[src/design/ht3d_pkg.sv]
package ht3d_pkg;

  localparam logic signed [63:0] MAX64 = {1'b0, {63{1'b1}}};
  localparam logic signed [63:0] MIN64 = {1'b1, {63{1'b0}}};

  localparam int CORDIC_STEPS = 20;
  localparam int ANG_W = 28;
  localparam logic signed [ANG_W-1:0] HALF_PI_Q24 = 28'sd26353589;
  localparam logic signed [ANG_W-1:0] CORDIC_GAIN_Q24 = 28'sd10188014;

  localparam int CFG_IDX_W = 2;
  localparam logic [CFG_IDX_W-1:0] REG_CENTER_OFFSET = 2'd0;
  localparam logic [CFG_IDX_W-1:0] REG_ANGLE_SPAN = 2'd1;
  localparam logic [CFG_IDX_W-1:0] REG_WEIGHT = 2'd2;

  typedef struct packed {
    logic signed [ANG_W-1:0] x;
    logic signed [ANG_W-1:0] y;
    logic signed [ANG_W-1:0] ang;
    logic [1:0] quad;
  } cord_t;

  typedef struct packed {
    logic [63:0] rem;
    logic [63:0] num;
    logic [63:0] quo;
    logic [63:0] den;
    logic neg;
    logic dz;
  } div_t;

  function automatic logic signed [ANG_W-1:0] atan_q24(input int i);
    logic signed [ANG_W-1:0] r;
    case (i)
      0: r = 28'sd13176795;
      1: r = 28'sd7778716;
      2: r = 28'sd4110060;
      3: r = 28'sd2086331;
      4: r = 28'sd1047214;
      5: r = 28'sd524117;
      6: r = 28'sd262123;
      7: r = 28'sd131069;
      8: r = 28'sd65536;
      9: r = 28'sd32768;
      10: r = 28'sd16384;
      11: r = 28'sd8192;
      12: r = 28'sd4096;
      13: r = 28'sd2048;
      14: r = 28'sd1024;
      15: r = 28'sd512;
      16: r = 28'sd256;
      17: r = 28'sd128;
      18: r = 28'sd64;
      19: r = 28'sd32;
      default: r = '0;
    endcase
    return r;
  endfunction

  // bit 64 is the saturation flag, bits 63:0 the clipped sum
  function automatic logic [64:0] sat_add(input logic signed [63:0] a,
                                          input logic signed [63:0] b);
    logic signed [64:0] s;
    s = {a[63], a} + {b[63], b};
    if (s[64] != s[63]) begin
      return {1'b1, (s[64] ? MIN64 : MAX64)};
    end
    return {1'b0, s[63:0]};
  endfunction

endpackage

[src/design/ht3d_div_cell.sv]
module ht3d_div_cell (
  input  logic           clk,
  input  logic           en,
  input  ht3d_pkg::div_t d,
  output ht3d_pkg::div_t q
);
  import ht3d_pkg::*;

  logic [64:0] trial;
  logic [64:0] diff;
  logic ge;

  assign trial = {d.rem, d.num[63]};
  assign diff  = trial - {1'b0, d.den};
  assign ge    = trial >= {1'b0, d.den};

  always_ff @(posedge clk) begin
    if (en) begin
      q.rem <= ge ? diff[63:0] : trial[63:0];
      q.num <= {d.num[62:0], 1'b0};
      q.quo <= {d.quo[62:0], ge};
      q.den <= d.den;
      q.neg <= d.neg;
      q.dz  <= d.dz;
    end
  end

endmodule

[config.mk]
export PLATFORM = sky130hd
export DESIGN_NAME = ht3d_div_cell
export DESIGN_NICKNAME = d
export VERILOG_FILES = /design/src/design/ht3d_pkg.sv /design/src/design/ht3d_div_cell.sv
export SDC_FILE = /design/constraint.sdc
export NUM_CORES = 1
export LEC_CHECK = 0
export BUFFER_PORTS_ARGS = -buffer_cell sky130_fd_sc_hd__buf_2
export CORE_AREA = 5 5 205 207
export DETAILED_ROUTE_END_ITERATION = 6
export DIE_AREA = 0 0 210 212
export SLEW_MARGIN = 20
export SYNTH_ARGS = -nofsm -noshare
export SYNTH_HDL_FRONTEND = slang
export SYNTH_SLANG_ARGS = --single-unit
[constraint.sdc]
create_clock -name clk -period 6.26 [get_ports clk]
set_clock_uncertainty 0.05 [all_clocks]
set_input_delay 1.252 -clock clk [delete_from_list [all_inputs] [get_ports clk]]
set_output_delay 1.252 -clock clk [all_outputs]
set_load 0.005 [all_outputs]
======== After elaboration in Yosys (flattened, before gate mapping) ========
Index checks and enable logic that the tools add are counted.
storage, ports and cells
  bits in registers ....................... 257
  bits in latches ......................... 0
  memory bits (writable) .................. 0
  bits in read-only memories .............. 0
  input bits .............................. 260
  memories kept ........................... 0
cells by class
  add/sub/neg operators ................... 1
  multipliers ............................. 0
  div/mod/pow operators ................... 0
  order comparisons ....................... 1
  eq/ne operators ......................... 0
  shift-type cells ........................ 0
  muxes and demuxes ....................... 1
  bitwise gates (word level) .............. 0
  reduce and logical (&&, ||, !) cells .... 0
operator list
  operator        count
  $ge 65x64->1    1
  $mux 64         1
  $sub 64x64->64  1

======== Longest topological paths before layout ========
  depth after elaboration ................. 2
  mapped depth ............................ 17

======== Least setup slack after synthesis ========
No wires, ideal clock.
  path type ............................... input port to flip-flop
  start ................................... in d[3] (netlist name)
  end ..................................... reg q[247] (netlist name), data pin
  arrival ................................. 4376 ps
  slack ................................... 1573 ps
  stages on the path ...................... 16
  path through ............................ inv_1 > ha_1 > nor2b_2 > o21ai_1 > o21a_2 > o31a_1 > o31a_1 > o41ai_2 > a41o_2 > a31oi_4 > o211a_1 > buf_6 > clkinv_4 > buf_12 > buf_12 > mux2_4
on the way
  longest elaborated chain between the ends .. 2
  elaborated cells on any way between the ends .. 3
RTL lines
  element       RTL line             RTL
  from (decl)   ht3d_div_cell.sv:4   input ht3d_pkg::div_t d,
  $ge 65x64->1  ht3d_div_cell.sv:15  assign ge = trial >= {1'b0, d.den};
  net ge        ht3d_div_cell.sv:11  logic ge;
  $mux 64       ht3d_div_cell.sv:19  q.rem <= ge ? diff[63:0] : trial[63:0];
  to (decl)     ht3d_div_cell.sv:5   output ht3d_pkg::div_t q
The timed path passes the listed nets, and every way through them passes these cells.
A chain may end at the register's enable or synchronous reset.

======== Final worst setup path ========
  start ................................... in d[3] (netlist name)
  end ..................................... reg q[227] (netlist name), data pin
on the way
  longest elaborated chain between the ends .. 2
  elaborated cells on any way between the ends .. 3
RTL lines
  element                                                RTL line
  $sub 64x64->64 / $ge 65x64->1 (equally long branches)  ht3d_div_cell.sv:14, ht3d_div_cell.sv:15
  $mux 64 *                                              ht3d_div_cell.sv:19
Mark *: on every way between the ends. The rest lies on a longest branch, timed or not.

==> flow_summary_export.csv <==
group,metric,value,unit
clock_network,numCtsBuffers,29,
logic_synthesis,async_flop_share,0,
logic_synthesis,yosysWarnings,0,
cells_and_area,finalInstanceArea,0.0167,sq mm
cells_and_area,nets,1803,
power_and_ir_drop,ir_drop,0.178,mV
logic_synthesis,syn_nets,1276,
detailed_routing,viasPerCell,4.87,
logic_synthesis,yosysSeqAreaShare,0.613,
power_and_ir_drop,power_density,285,mW/mm^2
outcome,outcome,"finished clean",
cells_and_area,top_register,"q",
global_route,grt_pass1_vias,10100,
cells_and_area,fill_cells,3875,
global_route,track_usage,0.179,
logic_synthesis,synthesis.area,0.0126,sq mm
clock_network,cts_buffer_depth,3,
global_route,antenna_found_initial,10,
sta,holdWs,0.820,ns
sta,tightest_slew,0.775,ns
placement,dp_hpwl,34.6,mm
logic_synthesis,synthCells,951,
cells_and_area,multi_input_area,0.00440,sq mm
logic_synthesis,synth.area.top_cells,"edfxtp_1 (61%), ha_1 (6.4%), mux2_2 (4.6%)",
worst_setup_path,worst_ep_arrival_time,5.01,ns
cells_and_area,largest_reg_flops,257,
placement,gp_congestion,0.861,
detailed_routing,drtPass1Iterations,6,
worst_setup_path,cp-start-kind,"input pin",
detailed_routing,wl_per_cell,21.0,um
floorplanning,core_area,0.0402,sq mm
detailed_routing,drtAntennaViolNets,0,
cells_and_area,drive_above_1_share,0.427,
sta,min_period_over_period,0.761,
floorplanning,die_x,210,um
logic_synthesis,synth_edf_count,257,
worst_setup_path,critPathRequiredTime,6.51,ns
cells_and_area,regArea,0.00772,sq mm
clock_network,post-cts-setup-buffer-count,0,
logic_synthesis,synth_top_area_cell,"edfxtp_1",
sta,rsz0062_at_grt,"false",
floorplanning,die_area,0.0445,sq mm
sta,hold_violations,0,
clock_network,cts-root-buf,"clkbuf_16",
sta,slew_viol_final,0,
worst_hold_path,hold_path_class,"in2reg",
sta,period_needed,4.76,ns
clock_network,clkSinkCount,257,
placement,port_buffers,515,
logic_synthesis,synth-main-ff-cell,"edfxtp_1",
floorplanning,rows,74,
logic_synthesis,synth_common_cells,"edfxtp_1 (257), inv_1 (80), a21oi_1 (71), ha_1 (64), nand2_1 (58)",
sta,relSlewSlack,0.483,
run,maxCapViolCount,0,
floorplanning,ios,518,
detailed_routing,post-route-drc-count,0,
logic_synthesis,yosysMostFrequentCell,"edfxtp_1",
logic_synthesis,synth_cell_types,70,
floorplanning,start_util,0.313,
global_route,grt_pass1_wl,61.2,mm
logic_synthesis,syn-mean-instance-area,13.2,sq um
worst_setup_path,critPathCaptureType,"flip-flop",
clock_network,ctsResizeCount,0,
clock_network,clk_pin_slew,0.07,ns
cells_and_area,syn_to_final_growth,32.8,%
clock_network,cts_tree,"built",
logic_synthesis,synth-seq-cells,257,
clock_network,cts_hold_buf,0,
worst_setup_path,crit_fanout,59,
power_and_ir_drop,leakagePower,0.00743,uW
sta,setup_viol,0,
clock_network,h-tree-depth,1,
detailed_routing,wl,42.8,mm
global_route,grt_max_degree,119,
floorplanning,fp.dieH,212,um
worst_setup_path,worstSetupPathType,"in2reg",
placement,place_area,0.0158,sq mm
logic_synthesis,synth.top_cell.area_share,0.613,
sta,fin_tns_setup,0,ns
sta,max_freq,210,MHz
detailed_routing,vias,9901,
detailed_routing,first_iter_violations,592,
cells_and_area,reg_top3,"q (257)",
global_route,grt_overflow,0,
==> through the flow <==
stage | setup WS (ns) | total power [uW] | utilization | instances
floorplan | 1.57 | 2660 | - | 951
global placement | 0.918 | 3100 | 0.392 | 1979
detailed placement | 0.873 | 3110 | 0.392 | 1979
CTS | 1.45 | 4830 | 0.416 | 2032
global route | 1.25 | 4990 | 0.416 | 2033
finish | 1.50 | 4760 | 0.416 | 2034
==> area by class of cell <==
cell class,instances,share of cell area
sequential,257,0.462
multi-input combinational,585,0.263
timing repair buffer,524,0.160
clock buffer,30,0.0436
tap,532,0.0398
inverter,81,0.0185
clock inverter,23,0.0130
antenna,2,0.000299
==> per-layer routing <==
| metal | vias to the layer above | wire (um) | global-route usage |
|---|---|---|---|
| met3 | 77 | 3170 | 0.0447 |
| met4 | 14 | 1390 | 0.0585 |
| met5 | - | 108 | 0 |
| met2 | 405 | 22400 | 0.339 |
| met1 | 4754 | 15700 | 0.196 |
| li1 | 4651 | - | - |
==> cells in the final DEF, fill, tap and decap left out, drive strengths merged, types with 9 or more instances in the layout <==
cell type / synthesis / routed
a21o: 36 / 36
a21oi: 71 / 71
a31oi: 9 / 9
and3: 11 / 11
buf: 9 / 524
clkbuf: 19 / 30
clkinv: 1 / 14
edfxtp: 257 / 257
ha: 64 / 64
inv: 80 / 86
mux2: 58 / 58
nand2: 58 / 58
nand3: 10 / 10
nand4: 15 / 15
nor2: 37 / 37
nor3: 9 / 9
o21ai: 36 / 36
o21bai: 13 / 13
xnor2: 37 / 37
xor2: 19 / 19
==> final timing paths <==
kind / start / endpoint / slack (ns) / depth (start not counted)
max: d[3] / q[227] / 1.50 / 16
min: d[139] / q[140] / 0.82 / 1
==> where the power goes <==
part | internal [uW] | switching, uW
clock | 979 | 713
combinational | 423 | 502
sequential | 2100 | 38.9
==> critical path, cell delays in order <==
cell and delay [ns]:
buf_2 0.12, inv_1 0.05, ha_1 0.28, nor2b_2 0.13
o21ai_1 0.08, o21a_2 0.24, o31a_1 0.39, o31a_1 0.42
o41ai_2 0.29, buf_4 0.19, a41o_2 0.27, a31oi_4 0.15
o211a_1 0.31, clkinv_4 0.06, buf_12 0.30, mux2_2 0.39
==> cell families after synthesis <==
| family | Yosys count | synth area share |
|---|---|---|
| compound gates | 225 | 0.119 |
| simple gates | 175 | 0.0683 |
| buf+inv | 109 | 0.0377 |
| other cells | 1 | 0.000298 |
| mux | 63 | 0.0579 |
| flops | 257 | 0.613 |
| fa+ha+maj | 65 | 0.0652 |
| xor+xnor | 56 | 0.0390 |
Note: power is estimated with default switching activity, not from simulation.
