## src/design/ht3d_pkg.sv

```systemverilog
package ht3d_pkg;

  localparam logic signed [63:0] MAX64 = {1'b0, {63{1'b1}}};
  localparam logic signed [63:0] MIN64 = {1'b1, {63{1'b0}}};

  localparam int CORDIC_STEPS = 20;
  localparam int ANG_W = 28;
  localparam logic signed [ANG_W-1:0] HALF_PI_Q24 = 28'sd26353589;
  localparam logic signed [ANG_W-1:0] CORDIC_GAIN_Q24 = 28'sd10188014;

  localparam int CFG_IDX_W = 2;
  localparam logic [CFG_IDX_W-1:0] REG_CENTER_OFFSET = 2'd0;
  localparam logic [CFG_IDX_W-1:0] REG_ANGLE_SPAN = 2'd1;
  localparam logic [CFG_IDX_W-1:0] REG_WEIGHT = 2'd2;

  typedef struct packed {
    logic signed [ANG_W-1:0] x;
    logic signed [ANG_W-1:0] y;
    logic signed [ANG_W-1:0] ang;
    logic [1:0] quad;
  } cord_t;

  typedef struct packed {
    logic [63:0] rem;
    logic [63:0] num;
    logic [63:0] quo;
    logic [63:0] den;
    logic neg;
    logic dz;
  } div_t;

  function automatic logic signed [ANG_W-1:0] atan_q24(input int i);
    logic signed [ANG_W-1:0] r;
    case (i)
      0: r = 28'sd13176795;
      1: r = 28'sd7778716;
      2: r = 28'sd4110060;
      3: r = 28'sd2086331;
      4: r = 28'sd1047214;
      5: r = 28'sd524117;
      6: r = 28'sd262123;
      7: r = 28'sd131069;
      8: r = 28'sd65536;
      9: r = 28'sd32768;
      10: r = 28'sd16384;
      11: r = 28'sd8192;
      12: r = 28'sd4096;
      13: r = 28'sd2048;
      14: r = 28'sd1024;
      15: r = 28'sd512;
      16: r = 28'sd256;
      17: r = 28'sd128;
      18: r = 28'sd64;
      19: r = 28'sd32;
      default: r = '0;
    endcase
    return r;
  endfunction

  // bit 64 is the saturation flag, bits 63:0 the clipped sum
  function automatic logic [64:0] sat_add(input logic signed [63:0] a,
                                          input logic signed [63:0] b);
    logic signed [64:0] s;
    s = {a[63], a} + {b[63], b};
    if (s[64] != s[63]) begin
      return {1'b1, (s[64] ? MIN64 : MAX64)};
    end
    return {1'b0, s[63:0]};
  endfunction

endpackage

```

## src/design/ht3d_cordic_cell.sv

```systemverilog
module ht3d_cordic_cell #(
  parameter int STEP = 0
) (
  input  logic            clk,
  input  logic            en,
  input  ht3d_pkg::cord_t d,
  output ht3d_pkg::cord_t q
);
  import ht3d_pkg::*;

  localparam logic signed [ANG_W-1:0] ATAN = atan_q24(STEP);

  logic signed [ANG_W-1:0] xs, ys;

  assign xs = $signed(d.x) >>> STEP;
  assign ys = $signed(d.y) >>> STEP;

  always_ff @(posedge clk) begin
    if (en) begin
      if (!d.ang[ANG_W-1]) begin
        q.x   <= d.x - ys;
        q.y   <= d.y + xs;
        q.ang <= d.ang - ATAN;
      end else begin
        q.x   <= d.x + ys;
        q.y   <= d.y - xs;
        q.ang <= d.ang + ATAN;
      end
      q.quad <= d.quad;
    end
  end

endmodule

```

## config.mk

```make
export PLATFORM = sky130hd
export DESIGN_NAME = ht3d_cordic_cell
export DESIGN_NICKNAME = d
export VERILOG_FILES = /design/src/design/ht3d_pkg.sv /design/src/design/ht3d_cordic_cell.sv
export SDC_FILE = /design/constraint.sdc
export NUM_CORES = 1
export LEC_CHECK = 0
export BUFFER_PORTS_ARGS = -buffer_cell sky130_fd_sc_hd__buf_4
export CAP_MARGIN = 20
export CORE_ASPECT_RATIO = 0.5
export CORE_UTILIZATION = 40
export DETAILED_ROUTE_END_ITERATION = 8
export SLEW_MARGIN = 20
export SYNTH_ARGS = -nofsm -noshare
export SYNTH_HDL_FRONTEND = slang
export SYNTH_SLANG_ARGS = --single-unit
```

## constraint.sdc

```tcl
create_clock -name clk -period 4.6 [get_ports clk]
set_input_delay 0.69 -clock clk [delete_from_list [all_inputs] [get_ports clk]]
set_output_delay 0.69 -clock clk [all_outputs]
set_load 0.02 [all_outputs]
```

======== Word-level counts from Yosys, hierarchy flattened ========
Index checks and enable logic that the tools add are counted.
word-level totals
  register bits after elaboration ......... 86
  input port bits ......................... 88
  output and inout bits ................... 86
  logic and storage cells ................. 10
cells by class
  $add $sub $neg .......................... 5
  multiplexer cells ....................... 1
operators with widths
  cell                                                                    number
  84-bit 2-to-1 mux                                                       1
  28-bit subtractor                                                       2
  28-bit by 25-bit adder with 28-bit output (second input constant)       1
  28-bit adder                                                            1
  28-bit by 25-bit subtractor with 28-bit output (second input constant)  1

======== Logic depth before layout (Yosys ltp) ========
Gate-level depths: netlist of the first run.
  depth in word-level cells ............... 2
  depth in mapped cells ................... 13

======== Worst setup path after synthesis of the first run ========
No wires, ideal clock.
  path type ............................... in2reg
  start ................................... input port d[29] (netlist bit)
  end ..................................... register q[26] (netlist bit) (data pin)
  setup time .............................. 0.130 ns
  arrival ................................. 3.594 ns
  required time ........................... 4.470 ns
  slack ................................... 0.877 ns
  cell stages on the path ................. 12
  buffers on the path ..................... 1
  cells stage by stage .................... clkinv_1 -> clkbuf_1 -> ha_1 -> nor2b_1 -> o31ai_1 -> a21oi_1 -> a31oi_1 -> o21ai_1 -> a31oi_1 -> o21ai_0 -> nor4b_1 -> a211o_1
on the way
  word-level cells in the longest chain between the ends .. 1
ends and longest elaborated chain
  item               line                    text
  start, declared    ht3d_cordic_cell.sv:6   input ht3d_pkg::cord_t d,
  84-bit 2-to-1 mux  ht3d_cordic_cell.sv:20  if (!d.ang[ANG_W-1]) begin
  end, declared      ht3d_cordic_cell.sv:7   output ht3d_pkg::cord_t q
Every way passes these cells.
A chain may end at the register's enable or synchronous reset.

======== Worst setup path in the final report of the first run ========
  start ................................... input port d[32] (netlist bit)
  end ..................................... register q[83] (netlist bit) (data pin)
on the way
  word-level cells in the longest chain between the ends .. 2
  elaborated cells between the ends (all ways) .. 3
  those cells by class .................... 2 x add/sub; 1 x mux
ends and longest elaborated chain
  item                                                      line
  28-bit subtractor / 28-bit adder (equally long branches)  ht3d_cordic_cell.sv:21, ht3d_cordic_cell.sv:25
  84-bit 2-to-1 mux (*)                                     ht3d_cordic_cell.sv:20
Mark *: on every way between the ends. The rest lies on a longest branch, timed or not.

==> flow_summary.html, run 1 <==
<table>
<tr><th>Metric</th><th>Value</th></tr>
<tr><th colspan="2">Global routing</th></tr>
<tr><td>First-pass GRT wire length</td><td>roughly 40000 microns</td></tr>
<tr><td>Vias in the first global route</td><td>7384</td></tr>
<tr><td>Overall track demand over capacity in global routing</td><td>0.223</td></tr>
<tr><td>Initial antenna violation count</td><td>0</td></tr>
<tr><td>Pin count of the biggest net entering global routing</td><td>88</td></tr>
<tr><td>Total gr overflow</td><td>0</td></tr>
<tr><th colspan="2">Placement</th></tr>
<tr><td>Total half-perimeter wirelength after legalization and detailed placement</td><td>19200 microns</td></tr>
<tr><td>PortBufs</td><td>173</td></tr>
<tr><td>Final GP Congestion</td><td>between 0.9 and 1</td></tr>
<tr><td>Area after DPL</td><td>10100 sq um</td></tr>
<tr><th colspan="2">Detailed routing</th></tr>
<tr><td>Average via count per standard cell</td><td>5.60</td></tr>
<tr><td>Detailed-routing iteration count for the pre-antenna-repair pass</td><td>5</td></tr>
<tr><td>Violation count after the first detailed-routing iteration</td><td>649</td></tr>
<tr><td>Routed wire length</td><td>24800 microns</td></tr>
<tr><td>Total number of vias</td><td>7903</td></tr>
<tr><td>Average routed wire per standard cell</td><td>around 18 microns</td></tr>
<tr><td>Antenna-violating nets left</td><td>0</td></tr>
<tr><td>Remaining routing DRC violations</td><td>0</td></tr>
<tr><th colspan="2">Worst hold path</th></tr>
<tr><td>Worst Hold Endpoint</td><td>q[1]</td></tr>
<tr><td>Source of the worst hold timing path</td><td>d[1]</td></tr>
<tr><td>Worst Hold Depth</td><td>1</td></tr>
<tr><td>Path category of the worst min-delay check</td><td>in -&gt; reg</td></tr>
<tr><th colspan="2">Floorplan</th></tr>
<tr><td>Die ar.</td><td>22100 sq um</td></tr>
<tr><td>Chip width</td><td>209 microns</td></tr>
<tr><td>Core Footprint</td><td>20800 sq um</td></tr>
<tr><td>Number of standard-cell rows in the floorplan</td><td>37</td></tr>
<tr><td>Die Ht</td><td>roughly 110 microns</td></tr>
<tr><td>Number of placed I/O pins</td><td>174</td></tr>
<tr><td>Initial core utilization</td><td>0.414</td></tr>
<tr><th colspan="2">Final layout</th></tr>
<tr><td>Final std cell area, no fill</td><td>10300 sq um</td></tr>
<tr><td>Area overhead of the layout relative to synthesis</td><td>20.3%</td></tr>
<tr><td>Largest registers in the final layout</td><td>q (85)</td></tr>
<tr><td>Multi-input gate area</td><td>between 5000 and 6000 sq um</td></tr>
<tr><td>Sequential cell area</td><td>2550 sq um</td></tr>
<tr><td>Final design utilization</td><td>0.498</td></tr>
<tr><td>Biggest register</td><td>q</td></tr>
<tr><td>Number of flip-flops under the largest register name</td><td>between 80 and 90</td></tr>
<tr><td>Final nets</td><td>between 1k and 1.5k</td></tr>
<tr><td>Fill cell total of the finished layout</td><td>2019</td></tr>
<tr><td>ANT cells</td><td>0</td></tr>
<tr><td>Layout cells sized above 1</td><td>0.184</td></tr>
<tr><th colspan="2">Clock network</th></tr>
<tr><td>Clock edge transition at the registers on the reported setup and hold paths</td><td>70 ps</td></tr>
<tr><td>Number of buffers on the longest clock path</td><td>2</td></tr>
<tr><td>CTS H-tree depth</td><td>3</td></tr>
<tr><td>Clock Root Buffer</td><td>sky130_fd_sc_hd__clkbuf_16</td></tr>
<tr><td>Inserted Clock Buffers</td><td>9</td></tr>
<tr><td>Sinks on the clock net</td><td>85</td></tr>
<tr><td>CTS Hold Bufs</td><td>0</td></tr>
<tr><td>Post-CTS resize count</td><td>0</td></tr>
<tr><td>TritonCTS clock tree</td><td>built</td></tr>
<tr><td>Setup fix buffers added after clock tree synthesis</td><td>0</td></tr>
<tr><th colspan="2">Critical path</th></tr>
<tr><td>Startpoint type of the worst setup path</td><td>primary input</td></tr>
<tr><td>CP Buf/Inv Count</td><td>3</td></tr>
<tr><td>Required time reported for the critical path endpoint</td><td>approximately 4700 ps</td></tr>
<tr><td>Logic depth of the worst setup path including buffers</td><td>13</td></tr>
<tr><td>Highest net fanout along the worst path</td><td>11</td></tr>
<tr><td>Crit path max-delay family</td><td>compound AO/OA/AOI/OAI gates</td></tr>
<tr><td>Biggest cell delay along the critical path</td><td>approximately 560 ps</td></tr>
<tr><td>Sequence of cells on the critical path</td><td>buf_4, inv_1, ha_1, nor2b_1, a221oi_2, o32ai_1, a21oi_1, o31ai_1, buf_4, a2111oi_0, a21oi_1, a41oi_1, xnor2_1</td></tr>
<tr><td>Critical Setup Path Class</td><td>in -&gt; reg</td></tr>
<tr><td>Crit. End Element</td><td>flop</td></tr>
<tr><td>Critical Path AT</td><td>3700 ps</td></tr>
<tr><td>Cell with the largest stage delay on the worst path</td><td>sky130_fd_sc_hd__a2111oi_0</td></tr>
<tr><th colspan="2">Logic synthesis</th></tr>
<tr><td>Count of synthesis-stage warnings from yosys</td><td>0</td></tr>
<tr><td>Synth Net Count</td><td>1190</td></tr>
<tr><td>Gate Count Post-Synth</td><td>991</td></tr>
<tr><td>Number of synthesized flops with an enable pin</td><td>85</td></tr>
<tr><td>Register bit total from synthesis</td><td>85</td></tr>
<tr><td>Mean instance size in the synthesized netlist</td><td>8.68 sq um</td></tr>
<tr><td>Dominant synthesized flop cell</td><td>sky130_fd_sc_hd__edfxtp_1</td></tr>
<tr><td>Sequential share of the synthesized area</td><td>0.297</td></tr>
<tr><td>Fraction of registers with async set/reset</td><td>0</td></tr>
<tr><td>Count of unique library cells instantiated by Yosys</td><td>76</td></tr>
<tr><td>Post-synthesis cell area</td><td>around 8600 sq um</td></tr>
<tr><th colspan="2">STA</th></tr>
<tr><td>Worst-margin pin slew</td><td>944 ps</td></tr>
<tr><td>Unrepaired setup endpoints after global routing</td><td>false</td></tr>
<tr><td>Max_slew headroom</td><td>0.371</td></tr>
<tr><td>TNS Setup</td><td>0 ps</td></tr>
<tr><td>Count of pins over their slew limit</td><td>0</td></tr>
<tr><td>Peak clock frequency supported by timing</td><td>between 0.2 and 0.3 GHz</td></tr>
<tr><td>Period utilization</td><td>0.783</td></tr>
<tr><td>Final Hold Viols</td><td>0</td></tr>
<tr><td>Number of setup violations in the final report</td><td>0</td></tr>
<tr><td>Crit path time final</td><td>3600 ps</td></tr>
<tr><th colspan="2">Run</th></tr>
<tr><td>Maxcap violations</td><td>0</td></tr>
<tr><th colspan="2">Power and ir drop</th></tr>
<tr><td>Worst IR drop on VDD</td><td>between 0.1 and 0.15 mV</td></tr>
<tr><td>Leakage power figure</td><td>0.00467 uW</td></tr>
<tr><td>Power per cell area</td><td>298 nW/um^2</td></tr>
<tr><th colspan="2">Status</th></tr>
<tr><td>Status</td><td>finished clean</td></tr>
</table>
-- cell usage after synthesis (all sizes together) (12+ instances only) --
cell type,n,area share
buf,18,0.011
inv,90,0.039
xnor2,62,0.063
mux2i,12,0.014
o21ai,64,0.037
o21bai,15,0.013
edfxtp,85,0.30
nand2,47,0.021
o211ai,13,0.011
a21o,44,0.039
nand3,14,0.0081
nor2b,15,0.012
a21oi,109,0.063
nor3,21,0.012
xor2,12,0.012
nor2,81,0.035
clkbuf,27,0.012
nand4,13,0.0095
ha,107,0.16
-- per-stage QoR --
stage	instances	hold slack (ps)	worst slack, ps	total power, uW
after floorplan	991	789	877	1920
after global placement	1396	870	786	2380
after detailed placement	1396	872	752	2390
after CTS	1412	497	1120	3100
after global routing	1412	501	766	3250
final	1412	512	1000	3090
-- power by group --
part | leakage, uW | switching, uW | internal, uW
Clock | 0.000136 | 337 | 368
Sequential | 0.000832 | 40.1 | 1030
Combinational | 0.00370 | 773 | 540
Total | 0.00467 | 1150 | 1940
-- cells by family (layout without fill, tap and decap cells) --
family	after synthesis	after routing	synth area share
mux	12	12	0.0140
buf+inv	140	288	0.0645
simple gates	242	242	0.139
fa+ha+maj	111	111	0.165
compound gates	327	327	0.245
xor+xnor	74	74	0.0754
flops	85	85	0.297
-- how the worst max path moves through the flow --
stage               startpoint     to  slack (ps)
finish                   d[32]  q[83]        1000
global route             d[32]  q[83]         770
CTS                      d[32]  q[83]        1120
detailed placement       d[32]  q[83]         750
global placement         d[32]  q[83]         790
floorplan                d[29]  q[26]         880
-- metal layers --
| metal | global-route usage | wire [microns] | part of all wire |
|---|---|---|---|
| met1 | 0.316 | 11900 | 0.48 |
| met2 | 0.348 | 11000 | 0.44 |
| met3 | 0.0399 | 1440 | 0.058 |
| met4 | 0.0567 | 398 | 0.016 |
| met5 | 0 | 0 | 0 |
-- placed cells by master (no fill, tap or decap), types with 3 or more instances in the layout --
cell and instances:
sky130_fd_sc_hd__buf_4 177, sky130_fd_sc_hd__a21oi_1 109, sky130_fd_sc_hd__ha_1 107, sky130_fd_sc_hd__inv_1 89
sky130_fd_sc_hd__edfxtp_1 85, sky130_fd_sc_hd__nor2_1 81, sky130_fd_sc_hd__xnor2_1 62, sky130_fd_sc_hd__o21ai_0 61
sky130_fd_sc_hd__nand2_1 47, sky130_fd_sc_hd__a21o_1 43, sky130_fd_sc_hd__nor3_1 21, sky130_fd_sc_hd__o21bai_1 15
sky130_fd_sc_hd__nand3_1 14, sky130_fd_sc_hd__nor2b_1 14, sky130_fd_sc_hd__nand4_1 13, sky130_fd_sc_hd__o211ai_1 13
sky130_fd_sc_hd__xor2_1 12, sky130_fd_sc_hd__mux2i_1 12, sky130_fd_sc_hd__o31ai_1 10, sky130_fd_sc_hd__nand2b_1 10
sky130_fd_sc_hd__o21a_1 9, sky130_fd_sc_hd__clkbuf_16 9, sky130_fd_sc_hd__a31oi_1 8, sky130_fd_sc_hd__and3_1 6
sky130_fd_sc_hd__a211oi_1 6, sky130_fd_sc_hd__nor4_1 6, sky130_fd_sc_hd__or3_1 6, sky130_fd_sc_hd__clkinv_1 5
sky130_fd_sc_hd__a211o_1 4, sky130_fd_sc_hd__a21boi_0 4, sky130_fd_sc_hd__a221o_1 4, sky130_fd_sc_hd__and2_1 4
sky130_fd_sc_hd__fa_1 4, sky130_fd_sc_hd__a2111oi_0 3, sky130_fd_sc_hd__a221oi_1 3, sky130_fd_sc_hd__o21ai_1 3
sky130_fd_sc_hd__nor3b_1 3, sky130_fd_sc_hd__or2_2 3, sky130_fd_sc_hd__o211a_1 3, sky130_fd_sc_hd__clkinv_2 3
-- final cells by class --
class	count	share of cell area
multi-input combinational	766	0.531
sequential	85	0.247
timing repair buffer	177	0.128
inverter	95	0.0345
tap	273	0.0330
clock buffer	9	0.0218
clock inverter	7	0.00472
No activity file was read; power rests on OpenSTA's default activity.
==> inputs of run 2 (changes only) <==
Clock period 4.6 ns to 3.4 ns, I/O delays scaled along.
==> run 2 against run 1 <==
- sequential power increased by 35%
- routed wire length up 3.0%
- die area unchanged
- sequential share of layout area is 1.6 points lower
- via count increased by 3.8%
- global-route usage increased by 1.1 points
- first-iteration DRC count down 18%
- critical path depth increased by 1
- total power increased by 42%
- flip-flop and latch count stayed put
- clock power rose by 43%
==> flow_summary.html, run 2 (synthesis gave the netlist of run 1 again) <==
<table>
<tr><th>Metric</th><th>Value</th></tr>
<tr><th colspan="2">Detailed routing</th></tr>
<tr><td>Total number of vias</td><td>between 8k and 9k</td></tr>
<tr><td>Remaining routing DRC violations</td><td>0</td></tr>
<tr><td>Average routed wire per standard cell</td><td>17.0 microns</td></tr>
<tr><td>Violation count after the first detailed-routing iteration</td><td>533</td></tr>
<tr><td>Routed wire length</td><td>25500 microns</td></tr>
<tr><td>Average via count per standard cell</td><td>5.46</td></tr>
<tr><td>Detailed-routing iteration count for the pre-antenna-repair pass</td><td>5</td></tr>
<tr><td>Antenna-violating nets left</td><td>0</td></tr>
<tr><th colspan="2">Floorplan</th></tr>
<tr><td>Initial core utilization</td><td>0.414</td></tr>
<tr><td>Chip width</td><td>209 microns</td></tr>
<tr><td>Number of standard-cell rows in the floorplan</td><td>37</td></tr>
<tr><td>Die ar.</td><td>22100 sq um</td></tr>
<tr><td>Number of placed I/O pins</td><td>174</td></tr>
<tr><td>Die Ht</td><td>between 100 and 150 microns</td></tr>
<tr><td>Core Footprint</td><td>roughly 21000 sq um</td></tr>
<tr><th colspan="2">STA</th></tr>
<tr><td>Peak clock frequency supported by timing</td><td>between 0.3 and 0.4 GHz</td></tr>
<tr><td>TNS Setup</td><td>0 ps</td></tr>
<tr><td>Number of setup violations in the final report</td><td>0</td></tr>
<tr><td>Unrepaired setup endpoints after global routing</td><td>false</td></tr>
<tr><td>Final Hold Viols</td><td>0</td></tr>
<tr><td>Worst-margin pin slew</td><td>965 ps</td></tr>
<tr><td>Max_slew headroom</td><td>0.357</td></tr>
<tr><td>Period utilization</td><td>0.917</td></tr>
<tr><td>Hold slack</td><td>311 ps</td></tr>
<tr><td>Crit path time final</td><td>between 3000 and 4000 ps</td></tr>
<tr><td>Final worst-path setup slack</td><td>283 ps</td></tr>
<tr><td>Count of pins over their slew limit</td><td>0</td></tr>
<tr><th colspan="2">Final layout</th></tr>
<tr><td>Final nets</td><td>approximately 1.4k</td></tr>
<tr><td>ANT cells</td><td>0</td></tr>
<tr><td>Most common cell after layout, fill and taps aside</td><td>sky130_fd_sc_hd__buf_4</td></tr>
<tr><td>Number of flip-flops under the largest register name</td><td>85</td></tr>
<tr><td>Area overhead of the layout relative to synthesis</td><td>28.5%</td></tr>
<tr><td>Layout cells sized above 1</td><td>0.244</td></tr>
<tr><td>Filler-free cell count of the finished design</td><td>roughly 1.5k</td></tr>
<tr><td>Fill cell total of the finished layout</td><td>1944</td></tr>
<tr><td>Largest registers in the final layout</td><td>q (85)</td></tr>
<tr><td>Commonest non-fill, non-tap cells in the layout</td><td>sky130_fd_sc_hd__buf_4, sky130_fd_sc_hd__a21oi_1, sky130_fd_sc_hd__ha_1</td></tr>
<tr><td>Biggest register</td><td>q</td></tr>
<tr><th colspan="2">Global routing</th></tr>
<tr><td>Pin count of the biggest net entering global routing</td><td>89</td></tr>
<tr><td>Initial antenna violation count</td><td>0</td></tr>
<tr><td>Vias in the first global route</td><td>around 8k</td></tr>
<tr><td>Overall track demand over capacity in global routing</td><td>0.233</td></tr>
<tr><td>Total gr overflow</td><td>0</td></tr>
<tr><td>First-pass GRT wire length</td><td>40500 microns</td></tr>
<tr><th colspan="2">Placement</th></tr>
<tr><td>PortBufs</td><td>173</td></tr>
<tr><td>Total half-perimeter wirelength after legalization and detailed placement</td><td>20300 microns</td></tr>
<tr><td>Placed instance count</td><td>1486</td></tr>
<tr><td>Worst setup slack after placement</td><td>-74.7 ps</td></tr>
<tr><td>Final GP Congestion</td><td>roughly 0.9</td></tr>
<tr><th colspan="2">Power and ir drop</th></tr>
<tr><td>Leakage power figure</td><td>0.00511 uW</td></tr>
<tr><td>Power per cell area</td><td>396 nW/um^2</td></tr>
<tr><td>Post-route total power</td><td>between 4000 and 5000 uW</td></tr>
<tr><td>Worst IR drop on VDD</td><td>about 0.25 mV</td></tr>
<tr><th colspan="2">Critical path</th></tr>
<tr><td>Crit. End Element</td><td>flop</td></tr>
<tr><td>Cell with the largest stage delay on the worst path</td><td>sky130_fd_sc_hd__a2111oi_2</td></tr>
<tr><td>Critical Path AT</td><td>3230 ps</td></tr>
<tr><td>Critical Setup Path Class</td><td>in -&gt; reg</td></tr>
<tr><td>Required time reported for the critical path endpoint</td><td>3520 ps</td></tr>
<tr><td>Worst setup startpoint</td><td>d[34]</td></tr>
<tr><td>Biggest cell delay along the critical path</td><td>390 ps</td></tr>
<tr><td>Startpoint type of the worst setup path</td><td>primary input</td></tr>
<tr><td>Cell repeated most along the worst path</td><td>sky130_fd_sc_hd__buf_4</td></tr>
<tr><td>Highest net fanout along the worst path</td><td>5</td></tr>
<tr><td>Sequence of cells on the critical path</td><td>buf_4, inv_1, ha_1, buf_4, nor3_1, o21ai_0, a2111oi_2, o211ai_1, a21oi_1, buf_4, a21boi_1, o41ai_1, a21oi_1, xnor2_1</td></tr>
<tr><th colspan="2">Clock network</th></tr>
<tr><td>Sinks on the clock net</td><td>85</td></tr>
<tr><td>TritonCTS clock tree</td><td>built</td></tr>
<tr><td>Post-CTS resize count</td><td>0</td></tr>
<tr><td>Clock Root Buffer</td><td>sky130_fd_sc_hd__clkbuf_16</td></tr>
<tr><td>CTS Hold Bufs</td><td>0</td></tr>
<tr><td>Inserted Clock Buffers</td><td>9</td></tr>
<tr><td>Setup fix buffers added after clock tree synthesis</td><td>0</td></tr>
<tr><td>Clock edge transition at the registers on the reported setup and hold paths</td><td>about 70 ps</td></tr>
<tr><td>CTS H-tree depth</td><td>3</td></tr>
<tr><td>Number of buffers on the longest clock path</td><td>2</td></tr>
<tr><th colspan="2">Worst hold path</th></tr>
<tr><td>Path category of the worst min-delay check</td><td>in -&gt; reg</td></tr>
<tr><td>Source of the worst hold timing path</td><td>d[1]</td></tr>
<tr><th colspan="2">Status</th></tr>
<tr><td>Status</td><td>finished clean</td></tr>
<tr><th colspan="2">Run</th></tr>
<tr><td>Maxcap violations</td><td>0</td></tr>
</table>
[run 2: final timing paths]
check	slack, ps	endpoint	cells after the start
min	310	q[1]	1
max	280	q[81]	14
[run 2: layout make-up]
class	instances	area, sq um	area share
multi-input cells	766	5490	0.497
clock inverters	7	73.8	0.00668
well taps	273	342	0.0309
flip-flops and latches	85	2550	0.231
inverters	95	357	0.0323
clock buffers	9	225	0.0204
repair buffers	267	2000	0.181
[run 2: critical path, delay by kind of cell]
kind | cells | cell delay [ps]
AOI/OAI and AO/OA | 7 | 1620
adders and majority gates | 1 | 320
xor gates and xnor gates | 1 | 200
buffers and inverters | 4 | 420
and+or+nand+nor | 1 | 170
[run 2: power breakdown]
group | internal [uW] | leakage, uW | switching [uW]
sequential | 1390 | 0.000832 | 50.8
clock | 520 | 0.000148 | 489
combinational | 847 | 0.00413 | 1080
total | 2760 | 0.00511 | 1620
[run 2: per-layer routing]
| layer | wire length (microns) | up-vias | part of all wire | GRT usage |
|---|---|---|---|---|
| met5 | 0 | - | 0 | 0 |
| li1 | - | 4059 | - | - |
| met2 | 11400 | 285 | 0.45 | 0.368 |
| met3 | 1720 | 21 | 0.067 | 0.0432 |
| met4 | 299 | 0 | 0.012 | 0.0630 |
| met1 | 12100 | 3837 | 0.48 | 0.327 |
[run 2: metrics by stage]
stage | instance area [sq um] | util
floorplan | 8600 | -
detailed placement | 10700 | 0.517
finish | 11000 | 0.531
global route | 11000 | 0.531
CTS | 11000 | 0.531
global placement | 10700 | 0.517
